--- src/sv/assert_macros.svh ---
// ----------------------------------------------------------------------------
// assertion macros
// clocked property checks, compiled out for synthesis
// ----------------------------------------------------------------------------
`ifndef ASSERT_MACROS_SVH
`define ASSERT_MACROS_SVH

`ifndef SYNTHESIS

`define ASSERT_PROP(lbl, clk, rst_n, prop, msg) \
  lbl: assert property (@(posedge clk) disable iff (!rst_n) (prop)) else $error(msg);

`define ASSERT_NEVER(lbl, clk, rst_n, cond, msg) \
  lbl: assert property (@(posedge clk) disable iff (!rst_n) !(cond)) else $error(msg);

`else

`define ASSERT_PROP(lbl, clk, rst_n, prop, msg)

`define ASSERT_NEVER(lbl, clk, rst_n, cond, msg)

`endif

`endif

--- src/sv/pemc_pkg.sv ---
// ----------------------------------------------------------------------------
// pemc_pkg
// types and constants of the palette expander with mean color
// ----------------------------------------------------------------------------
`default_nettype none

package pemc_pkg;

  localparam int PaletteEntries = 256;
  localparam int MaxPixels      = 1048576;

  localparam int ByteW   = 8;
  localparam int ByteMax = (2 ** ByteW) - 1;
  localparam int NumCh   = 3;
  localparam int EntryW  = NumCh * ByteW;
  localparam int SlotW   = 8;
  localparam int WordW   = 32;
  localparam int FmtW    = 2;
  localparam int SumW    = 28;
  localparam int CountW  = 21;
  localparam int MeanW   = 16;
  localparam int FracW   = MeanW - ByteW;
  localparam int AddrW   = $clog2(PaletteEntries);

  // one quotient bit per divider step
  localparam int DivSteps = MeanW;
  localparam int StepW    = $clog2(DivSteps);

  typedef enum logic [FmtW-1:0] {
    FMT_INDEXED   = 2'd0,
    FMT_FOUR_BYTE = 2'd1,
    FMT_PASS      = 2'd2
  } fmt_e;

  typedef enum logic {
    OP_PAL_WRITE = 1'b0,
    OP_PIXEL     = 1'b1
  } op_e;

  typedef enum logic [1:0] {
    ST_IDLE,
    ST_LOOKUP,
    ST_DIVIDE,
    ST_EMIT
  } state_e;

  typedef struct packed {
    logic             opcode;
    logic [SlotW-1:0] palette_slot;
    logic [ByteW-1:0] entry_byte_zero;
    logic [ByteW-1:0] entry_byte_one;
    logic [ByteW-1:0] entry_byte_two;
    logic [WordW-1:0] pixel_word;
    logic             last_pixel;
  } in_t;

  typedef struct packed {
    logic [ByteW-1:0] out_byte_zero;
    logic [ByteW-1:0] out_byte_one;
    logic [ByteW-1:0] out_byte_two;
    logic [MeanW-1:0] mean_red;
    logic [MeanW-1:0] mean_green;
    logic [MeanW-1:0] mean_blue;
    logic             means_valid;
    logic             last_out;
  } out_t;

  typedef struct packed {
    logic accept;
    logic pal_write;
    logic lookup;
    logic div_step;
    logic emit;
  } ctrl_cmd_t;

  typedef struct packed {
    logic is_write;
    logic need_div;
    logic out_free;
  } ctrl_sts_t;

endpackage

`default_nettype wire

--- src/sv/pemc_ctrl.sv ---
// ----------------------------------------------------------------------------
// pemc_ctrl
// sequencer: word intake, palette lookup, divider steps and result hand-off
// ----------------------------------------------------------------------------
`default_nettype none

module pemc_ctrl (
  input  wire logic                  clk_i,
  input  wire logic                  rst_ni,
  input  wire logic                  in_valid_i,
  output logic                       in_ready_o,
  input  wire pemc_pkg::ctrl_sts_t   sts_i,
  output pemc_pkg::ctrl_cmd_t        cmd_o
);

  pemc_pkg::state_e state_q, state_d;
  logic [pemc_pkg::StepW-1:0] step_q, step_d;

  always_ff @(posedge clk_i or negedge rst_ni) begin
    if (!rst_ni) begin
      state_q <= pemc_pkg::ST_IDLE;
      step_q  <= '0;
    end else begin
      state_q <= state_d;
      step_q  <= step_d;
    end
  end

  always_comb begin
    state_d    = state_q;
    step_d     = step_q;
    in_ready_o = 1'b0;
    cmd_o      = '0;
    case (state_q)
      pemc_pkg::ST_IDLE: begin
        in_ready_o = 1'b1;
        if (in_valid_i) begin
          cmd_o.accept = 1'b1;
          if (sts_i.is_write) begin
            cmd_o.pal_write = 1'b1;
          end else begin
            state_d = pemc_pkg::ST_LOOKUP;
          end
        end
      end
      pemc_pkg::ST_LOOKUP: begin
        cmd_o.lookup = 1'b1;
        step_d       = '0;
        if (sts_i.need_div) begin
          state_d = pemc_pkg::ST_DIVIDE;
        end else begin
          state_d = pemc_pkg::ST_EMIT;
        end
      end
      pemc_pkg::ST_DIVIDE: begin
        cmd_o.div_step = 1'b1;
        step_d         = pemc_pkg::StepW'(step_q + 1'b1);
        if (step_q == pemc_pkg::StepW'(pemc_pkg::DivSteps - 1)) begin
          state_d = pemc_pkg::ST_EMIT;
        end
      end
      pemc_pkg::ST_EMIT: begin
        if (sts_i.out_free) begin
          cmd_o.emit = 1'b1;
          state_d    = pemc_pkg::ST_IDLE;
        end
      end
      default: begin
        state_d = pemc_pkg::ST_IDLE;
      end
    endcase
  end

endmodule

`default_nettype wire

--- config.mk ---
export PLATFORM = sky130hd
export DESIGN_NAME = pemc_ctrl
export DESIGN_NICKNAME = d
export VERILOG_FILES = /design/src/sv/assert_macros.svh /design/src/sv/pemc_pkg.sv /design/src/sv/pemc_ctrl.sv
export SDC_FILE = /design/constraint.sdc
export NUM_CORES = 1
export LEC_CHECK = 0
export BUFFER_PORTS_ARGS = -buffer_cell sky130_fd_sc_hd__buf_4
export CORE_AREA = 2 2 39 41
export CTS_CLUSTER_DIAMETER = 40
export DETAILED_ROUTE_END_ITERATION = 10
export DIE_AREA = 0 0 41 43
export MAX_ROUTING_LAYER = met4
export PLACE_DENSITY = 0.52
export SLEW_MARGIN = 20
export SYNTH_ARGS = -nofsm -noshare
export SYNTH_HDL_FRONTEND = slang
export SYNTH_SLANG_ARGS = --single-unit
export TNS_END_PERCENT = 10
--- constraint.sdc ---
create_clock -name clk_i -period 3.4 [get_ports clk_i]
set_clock_uncertainty 0.05 [all_clocks]
set_input_delay 0.17 -clock clk_i [delete_from_list [all_inputs] [get_ports clk_i]]
set_output_delay 0.17 -clock clk_i [all_outputs]
set_load 0.01 [all_outputs]
---- After elaboration in Yosys (flattened, before gate mapping) ----
Index checks and enable logic that the tools add are counted.
cells by class
  add/subtract/negate cells ............... 1
  reduce and logical (&&, ||, !) cells .... 3
  equal/unequal tests ..................... 8
  multiplexer cells ....................... 15
operator list
  kind                 count
  $mux 2               6
  $ne 2x2->1 const B   4
  $pmux 2 s4           1
  $pmux 4 s2           1
  $mux 1               7
  $add 4x1->4 const B  1
  $eq 2x2->1 const B   2
  $eq 4x4->1 const B   1
  $reduce_and 4->1     1
  $eq 2x1->1 const B   1
  $logic_not 2->1      1
  $reduce_bool 2->1    1
word-level totals
  word-level logic and storage cells ...... 29
  bits in registers ....................... 6
  output and inout bits ................... 6
  bits of input ports ..................... 6

---- Longest topological paths before layout ----
Gate-level depths: netlist of run 1.
  depth in word-level cells ............... 3
  depth in mapped cells ................... 6
  depth with buffers taken out ............ 6

---- Least setup slack after synthesis of run 1 ----
Ideal clock, no wire load.
  path type ............................... flip-flop to flip-flop
  start point ............................. reg state_q[0]
  end point ............................... reg state_q[1]
  path buffers ............................ 0
  setup slack ............................. 1985 ps
  cell stages (with the launch flop) ...... 6
  arrival ................................. 1239 ps
  period minus slack after synthesis ...... 1415 ps
  library setup time ...................... 125 ps
  required time ........................... 3225 ps
  cells stage by stage .................... dfrtp_1 -> inv_1 -> ha_1 -> nand2_2 -> nand3_2 -> mux2_4
between the ends
  cells in the longest elaborated chain, start to end .. 3
  elaborated cells between the ends (all ways) .. 10
  those cells by class .................... 7 x eq/ne; 1 x mux; 2 x reduce/logical
RTL lines
  item                                                  RTL line         RTL
  start: declaration                                    pemc_ctrl.sv:16  pemc_pkg::state_e state_q, state_d;
  start signal: assignment                              pemc_ctrl.sv:21  state_q <= pemc_pkg::ST_IDLE;
  start signal: assignment                              pemc_ctrl.sv:24  state_q <= state_d;
  $eq 2x2->1 / $logic_not 2->1 (equally long branches)  pemc_ctrl.sv:34  case (state_q)
  $ne 2x2->1 (no line)                                  -
  $reduce_and 4->1 (no line)                            -
Parallel ways exist; a longest one is shown, timed or not.
A chain may end at the register's enable or synchronous reset.

==> results of run 1 <==
-- flip-flops by register name (all words and copies together) (netlist names) --
| signal | flops |
|---|---|
| state_q | 2 |
| step_q | 4 |
-- routing by layer --
metal  global-route usage (%)  share of wire [%]  up-vias
li1                         -                  -      186
met1                     13.4                 45      152
met2                     15.0                 42       14
met3                     2.62                 11        2
met4                     8.00                2.1        0
met5                        -                  0        -
-- cell type report --
| type | count | area (um^2) |
|---|---|---|
| fillers | 147 | 818 |
| multi-input cells | 32 | 254 |
| flip-flops and latches | 6 | 150 |
| repair buffers | 12 | 92.6 |
| inverters | 7 | 26.3 |
| clock buffers | 3 | 22.5 |
| well taps | 16 | 20.0 |
-- worst paths after layout --
kind                            start  depth (start not counted)  slack (ns)    endpoint
max                        state_q[1]                          4        1.87    cmd_o[3]
min                            rst_ni                          2        0.22   step_q[1]
max reg2reg                state_q[1]                          5        1.93   step_q[3]
min reg2reg                 step_q[0]                          1        0.46   step_q[0]
max in group asynchronous      rst_ni                          2        2.96  state_q[0]
min in group clk_i           sts_i[2]                          3        0.29  state_q[0]
-- power groups by stage --
stage                     Sequential, uW  Combinational, uW  Clock [uW]
after global routing                 123                321        71.9
final                                120                283        64.9
after detailed placement             122                285           0
after CTS                            121                287        67.4
after global placement               123                288           0
after floorplan                      116                213           0
-- per-stage QoR --
stage	hold slack [ns]	instance area, um^2
finish	0.222	566
global route	0.225	566
CTS	0.218	566
detailed placement	-0.0664	533
global placement	-0.0662	533
floorplan	-0.176	435
-- cells in the final DEF (no fill, tap or decap), types with 2 or more instances in the layout --
master    instances
buf_4            11
inv_1             6
ha_1              6
dfrtp_1           6
nand3_1           4
o21ai_0           4
nand2_1           3
clkbuf_4          3
a21oi_1           2
-- worst reg2reg max path, cell delays in order (launching register included) --
cell and delay (ns):
dfrtp_1 0.39, inv_1 0.10, ha_1 0.43, nor3b_1 0.22, a21oi_1 0.06, o22ai_1 0.13
-- cells by family (layout without fill, tap and decap cells) --
family,after synthesis,after routing,synth area share [%]
AOI/OAI and AO/OA,10,10,16.7
adders and majority gates,6,6,17.2
buffers and inverters,8,22,7.18
DFF,6,6,34.5
muxes,2,2,5.75
and+or+nand+nor,14,14,18.7
-- what timing repair did --
action,4_1_cts,5_1_grt
hold buffers,1,0
hold endpoints to repair,6,0
buffers inserted,0,0
==> results.sh, run 1 <==
export IMPL_status="complete, no violations"
export IMPL_io_buffers=11
export IMPL_cp_cell_sequence="inv_1 -> ha_1 -> and3_1 -> buf_4"
export IMPL_io_pins=12
export IMPL_die_h_um=43
export IMPL_synth_main_ff_cell="dfrtp_1"
export IMPL_final_max_slew_violation_count=0
export IMPL_p_seq_share_pct=25.7
export IMPL_drc_errors=0
export IMPL_grt_pass1_wl_um=1250
export IMPL_yosysWarnings=0
export IMPL_hold_path_class="in -> async"
export IMPL_syn2layout_area_growth_pct=29.9
export IMPL_max_clock_freq_ghz=0.655
export IMPL_p_comb_share_pct=60.4
export IMPL_critPathKind="reg -> out"
export IMPL_syn_nets=58
export IMPL_yosysTopAreaCell="dfrtp_1"
export IMPL_h_tree_depth=1
export IMPL_synthArstFlopShare_pct=100
export IMPL_synth_seq_cells=6
export IMPL_synthesis_area_um2=435
export IMPL_cp_start_kind="flop"
export IMPL_cts_tree="yes"
export IMPL_dp_hpwl_um=622
export IMPL_numCtsBuffers=3
export IMPL_report_power_total_uw=468
export IMPL_vias=354
export IMPL_path_buf_inv=2
export IMPL_synth_top_area_share_pct=34.5
export IMPL_gr_total_overflow=0
export IMPL_preCtsSetupSlack_ns=1.92
export IMPL_num_antenna_cells=0
export IMPL_cp_max_fo=6
export IMPL_final_cells=76
export IMPL_clockBufferDepth=2
export IMPL_grtUsageTotal_pct=11.0
export IMPL_critical_path_top_delay_family="flip-flops"
export IMPL_synthTopCellsByCount="6 x dfrtp_1, 6 x ha_1, 6 x inv_1"
export IMPL_switching_share_pct=41.5
export IMPL_synth_avg_cell_area_um2=9.47
export IMPL_p_switching_uw=194
export IMPL_ant_nets=0
export IMPL_antenna_found_initial=0
export IMPL_drive_gt1_share_pct=33.3
export IMPL_cts_clk_slew_worst_paths_ns=0.05
export IMPL_netlist_top_cells_area="dfrtp_1 34%, ha_1 17%, inv_1 5.2%"
export IMPL_min_period_over_period_pct=44.9
export IMPL_p_leak_uw=0.000294
export IMPL_routed_wl_um=759
export IMPL_die_area_um2=1760
export IMPL_timing_final_crit_period_ns=1.53
export IMPL_start_util_pct=31.5
export IMPL_p_int_uw=274
export IMPL_cts_sinks=6
export IMPL_max_stage_delay_ns=0.41
export IMPL_die_w_um=41
export IMPL_final_nets=74
export IMPL_clockRootBuffer="clkbuf_4"
export IMPL_rsz0062_at_grt="false"
export IMPL_critPathSlowestCell="dfrtp_1"
export IMPL_arrival_ns=1.31
export IMPL_grt_pass1_vias=331
export IMPL_setup_viol=0
export IMPL_crit_required_ns=3.18
export IMPL_first_iter_violations=0
export IMPL_seq_area_frac_synth_pct=34.5
export IMPL_crit_path_end_kind="output port"
export IMPL_dr_pass1_iters=1
export IMPL_cts_resized=0
export IMPL_syn_inst=46
export IMPL_dp_cells=72
export IMPL_drv_cap=0
export IMPL_clkLatencyLatePin_ns=0.24
export IMPL_grt_max_degree=10
export IMPL_clockPowerShare_pct=13.9
export IMPL_synth_cell_types=22
export IMPL_vdd_ir_drop_worst_uv=308
export IMPL_routedWlPerCell_um=9.99
export IMPL_postLayoutCoreUtil_pct=40.9
export IMPL_synth_edf_count=0
export IMPL_worstMarginPinSlew_ns=0.246
export IMPL_rows=14
export IMPL_fin_ws_ns=1.87
export IMPL_routabilityCongestion=0.642
export IMPL_hold_violations=0
export IMPL_p_per_area_nw_per_um2=828
export IMPL_slew_headroom_pct=83.6
export IMPL_core_um2=1380
export IMPL_setup_tns_ns=0
export IMPL_via_per_inst=4.66
No activity file was read; power rests on OpenSTA's default activity.
==> inputs of run 2 (changes only) <==
- PLACE_DENSITY: 0.52 -> 0.54
- clock period: 3.4 -> 1.4 ns (I/O delays scaled with it)
==> results.sh, run 2 (synthesis gave the netlist of run 1 again) <==
export IMPL_h_tree_depth=1
export IMPL_drc_errors=0
export IMPL_whs_ns=0.116
export IMPL_final_nets=81
export IMPL_io_pins=12
export IMPL_crit_required_ns=1.48
export IMPL_die_h_um=43
export IMPL_syn2layout_area_growth_pct=45.1
export IMPL_r2r_start="state_q[1]"
export IMPL_grt_max_degree=7
export IMPL_grt_pass1_wl_um=1460
export IMPL_via_per_inst=4.60
export IMPL_worstMarginPinSlew_ns=0.153
export IMPL_status="complete, no violations"
export IMPL_dr_pass1_iters=4
export IMPL_endpoint="state_q[1]"
export IMPL_hold_violations=0
export IMPL_r2r_end="state_q[1]"
export IMPL_grtUsageTotal_pct=12.5
export IMPL_p_per_area_nw_per_um2=2140
export IMPL_io_buffers=11
export IMPL_routedWlPerCell_um=10.0
export IMPL_cp_start_kind="flop"
export IMPL_first_iter_violations=13
export IMPL_cp_max_fo=3
export IMPL_multi_input_area_um2=264
export IMPL_critPathKind="reg -> reg"
export IMPL_core_um2=1380
export IMPL_min_period_over_period_pct=97.7
export IMPL_gr_total_overflow=0
export IMPL_routed_wl_um=831
export IMPL_drive_gt1_share_pct=47.8
export IMPL_setup_tns_ns=0
export IMPL_largest_register_ff_count=4
export IMPL_start_util_pct=31.5
export IMPL_cts_sinks=6
export IMPL_clockBufferDepth=2
export IMPL_vdd_ir_drop_worst_uv=820
export IMPL_post_cts_buffers=0
export IMPL_num_antenna_cells=0
export IMPL_setup_viol=0
export IMPL_clkLatencyLatePin_ns=0.25
export IMPL_vias=382
export IMPL_crit_path_start="state_q[1]"
export IMPL_max_clock_freq_ghz=0.731
export IMPL_report_power_total_uw=1350
export IMPL_clockRootBuffer="clkbuf_4"
export IMPL_final_cell_mix="17 x buf_4, 6 x dfrtp_1, 5 x inv_1"
export IMPL_rrSetupSlack_ns=0.03
export IMPL_final_cells=83
export IMPL_busiest_layer="met1"
export IMPL_rows=14
export IMPL_registers_top_by_ff_count="step_q"
export IMPL_ant_nets=0
export IMPL_p_leak_uw=0.000322
export IMPL_reg2regPathDepth=5
export IMPL_n_fill_cell=143
export IMPL_dp_cells=79
export IMPL_die_w_um=41
export IMPL_largestRegisters="step_q (4), state_q (2)"
export IMPL_die_area_um2=1760
export IMPL_arrival_ns=1.45
export IMPL_layout_cells_most_common="buf_4"
export IMPL_drv_cap=0
export IMPL_rsz0062_at_grt="true"
export IMPL_final_max_slew_violation_count=0
export IMPL_hold_path_class="in -> async"
export IMPL_antenna_found_initial=0
export IMPL_crit_path_end_kind="flop"
export IMPL_grt_use_met3_pct=6.28
export IMPL_grt_pass1_vias=344
export IMPL_routabilityCongestion=0.720
export IMPL_seqCellArea_um2=150
export IMPL_cts_clk_slew_worst_paths_ns=0.05
export IMPL_met1_usage_pct=18.5
export IMPL_dp_hpwl_um=659
export IMPL_numCtsBuffers=3
export IMPL_use_met2_pct=14.4
export IMPL_cts_tree="yes"
export IMPL_slew_headroom_pct=89.7
export IMPL_timing_final_crit_period_ns=1.37
==> run 2: cell count changes in the layout (fill, tap and decap cells not counted), sizes merged <==
cell,delta
buf,+7
==> run 2: layout make-up <==
class	instances	share of cell area [%]
inverter	7	4.16
clock buffer	3	3.56
sequential	6	23.8
multi-input combinational	32	41.8
tap	16	3.17
timing repair buffer	19	23.6
==> run 2: per-layer routing <==
layer,vias up,wire length (um)
met5,-,0
met4,0,0
met3,0,35
met2,9,370
met1,175,425
li1,198,-
==> run 2: how the worst min path moves through the flow <==
stage	endpoint	start	depth (start not counted)
2_1_floorplan	state_q[0]	rst_ni	0
6_report	step_q[2]	rst_ni	2
3_5_place_dp	step_q[3]	rst_ni	1
4_1_cts	step_q[3]	rst_ni	2
3_3_place_gp	step_q[3]	rst_ni	1
5_1_grt	step_q[2]	rst_ni	2
==> run 2: timing repair <==
| item | in CTS | in global routing |
|---|---|---|
| hold endpoints to repair | 6 | 0 |
| hold buffers | 1 | 0 |
| pin swaps | 0 | 0 |
| resized for setup | 1 | 4 |
| endpoints found under the setup margin | 1 | 6 |
==> run 2: stage by stage <==
step	cell area [um^2]	utilization, %	setup WS (ns)
finish	632	45.7	0.0323
global route	632	45.7	-0.0144
CTS	623	45.0	0.00738
detailed placement	588	42.5	-0.0108
global placement	588	42.5	0.0389
floorplan	438	-	0.00360
==> run 2: critical path, stage by stage (launching register included) <==
cell and delay [ns]:
dfrtp_1 0.38, inv_1 0.09, ha_2 0.20, a22oi_4 0.14
nand3_2 0.10, mux2_4 0.30
==> run 2: report_power, final <==
group / switching (uW) / total, uW / internal, uW
clock: 63.2 / 160 / 97.0
combinational: 409 / 904 / 495
sequential: 52.1 / 287 / 235
==> inputs of run 3 (changes only) <==
- PLACE_DENSITY: 0.54 -> 0.66
==> results.sh, run 3 (synthesis gave the netlist of run 1 again) <==
export IMPL_via_per_inst=4.59
export IMPL_max_stage_delay_ns=0.39
export IMPL_max_clock_freq_ghz=0.736
export IMPL_crit_path_frequent_cell="buf_4"
export IMPL_vias=381
export IMPL_timing_final_crit_period_ns=1.36
export IMPL_drc_errors=0
export IMPL_worstMarginPinSlew_ns=0.176
export IMPL_io_pins=12
export IMPL_arrival_ns=1.24
export IMPL_cp_start_kind="flop"
export IMPL_setup_viol=0
export IMPL_cts_clk_slew_worst_paths_ns=0.04
export IMPL_final_max_slew_violation_count=0
export IMPL_postLayoutCoreUtil_pct=45.7
export IMPL_h_tree_depth=1
export IMPL_routed_wl_um=866
export IMPL_largestRegisters="step_q (4), state_q (2)"
export IMPL_critPathKind="reg -> out"
export IMPL_crit_required_ns=1.28
export IMPL_syn2layout_area_growth_pct=45.1
export IMPL_grt_pass1_vias=403
export IMPL_cp_max_fo=5
export IMPL_antenna_found_initial=0
export IMPL_rows=14
export IMPL_first_iter_violations=2
export IMPL_drive_gt1_share_pct=47.8
export IMPL_io_buffers=11
export IMPL_slew_headroom_pct=88.1
export IMPL_final_nets=81
export IMPL_cts_sinks=6
export IMPL_final_cell_mix="17 x buf_4, 6 x dfrtp_1, 5 x inv_1"
export IMPL_num_antenna_cells=0
export IMPL_core_um2=1380
export IMPL_crit_path_end_kind="output port"
export IMPL_cts_tree="yes"
export IMPL_die_h_um=43
export IMPL_p_leak_uw=0.000323
export IMPL_post_cts_buffers=0
export IMPL_hold_path_class="in -> async"
export IMPL_dr_pass1_iters=2
export IMPL_preCtsSetupSlack_ns=0.0243
export IMPL_min_period_over_period_pct=97.0
export IMPL_status="complete, no violations"
export IMPL_start_util_pct=31.5
export IMPL_clockRootBuffer="clkbuf_4"
export IMPL_p_per_area_nw_per_um2=2140
export IMPL_routabilityCongestion=0.714
export IMPL_hold_violations=0
export IMPL_largest_register_ff_count=4
export IMPL_reg2regPathDepth=4
export IMPL_critPathSlowestCell="dfrtp_1"
export IMPL_die_w_um=41
export IMPL_rsz0062_at_grt="true"
export IMPL_gr_total_overflow=0
export IMPL_clkLatencyLatePin_ns=0.24
export IMPL_drv_cap=0
export IMPL_numCtsBuffers=3
export IMPL_registers_top_by_ff_count="step_q"
export IMPL_cp_cell_sequence="buf_4 -> ha_2 -> buf_4 -> buf_4"
export IMPL_layout_cells_most_common="buf_4"
export IMPL_grt_pass1_wl_um=1520
export IMPL_clockBufferDepth=2
export IMPL_routedWlPerCell_um=10.4
export IMPL_die_area_um2=1760
export IMPL_grtUsageTotal_pct=13.1
export IMPL_ant_nets=0
export IMPL_dp_hpwl_um=728
export IMPL_vdd_ir_drop_worst_uv=883
export IMPL_fin_ws_ns=0.0415
export IMPL_grt_max_degree=7
==> run 3: changes by cell type in the layout (fill, tap and decap cells not counted) <==
| cell | previous run | this run |
|---|---|---|
| o21ai_0 | 4 | 2 |
| o21ai_1 | 0 | 2 |
==> run 3: worst paths after layout <==
path                            start         end  slack, ns
setup / recovery           state_q[1]    cmd_o[1]       0.04
hold / removal                 rst_ni   step_q[0]       0.13
setup reg to reg           state_q[0]  state_q[1]       0.05
hold reg to reg             step_q[0]   step_q[0]       0.46
max in group asynchronous      rst_ni   step_q[3]       1.05
min in group clk_i           sts_i[2]  state_q[1]       0.18
==> run 3: worst max-delay path, delay by kind of cell (launching register included) <==
family / cells / cell delay (ns)
flops: 1 / 0.39
fa+ha+maj: 1 / 0.18
buf+inv: 3 / 0.43
==> run 3: cell type report <==
cell class	count	area, um^2
Tap cell	16	20.0
Timing Repair Buffer	19	149
Inverter	7	26.3
Clock buffer	3	22.5
Fill cell	139	752
Multi-Input combinational cell	32	264
Sequential cell	6	150
==> run 3: metrics by stage <==
stage / setup TNS (ns) / total power (uW) / instances / hold WS (ns) / area, um^2
2_1_floorplan: 0 / 804 / 46 / -0.276 / 438
3_3_place_gp: 0 / 1140 / 79 / -0.167 / 588
3_5_place_dp: 0 / 1170 / 79 / -0.167 / 588
4_1_cts: 0 / 1340 / 83 / 0.116 / 621
5_1_grt: -0.0530 / 1500 / 83 / 0.125 / 632
6_report: 0 / 1350 / 83 / 0.132 / 632
==> run 3: routing by layer <==
metal | track usage [%] | routed length [um]
met1 | 12.8 | 350
met2 | 21.6 | 457
met3 | 1.57 | 58
met4 | 10.0 | 0
met5 | - | 0
==> run 3: report_power, final <==
part | switching, uW | internal [uW] | leakage (uW)
registers | 48.2 | 235 | 0.0000781
clock network | 58.3 | 96.7 | 0.0000138
logic | 414 | 498 | 0.000231
==> run 3: what timing repair did <==
action,in CTS,in global routing
resized for setup,0,7
hold buffers,1,0
endpoints found under the hold margin,6,0
endpoints found under the setup margin,0,7
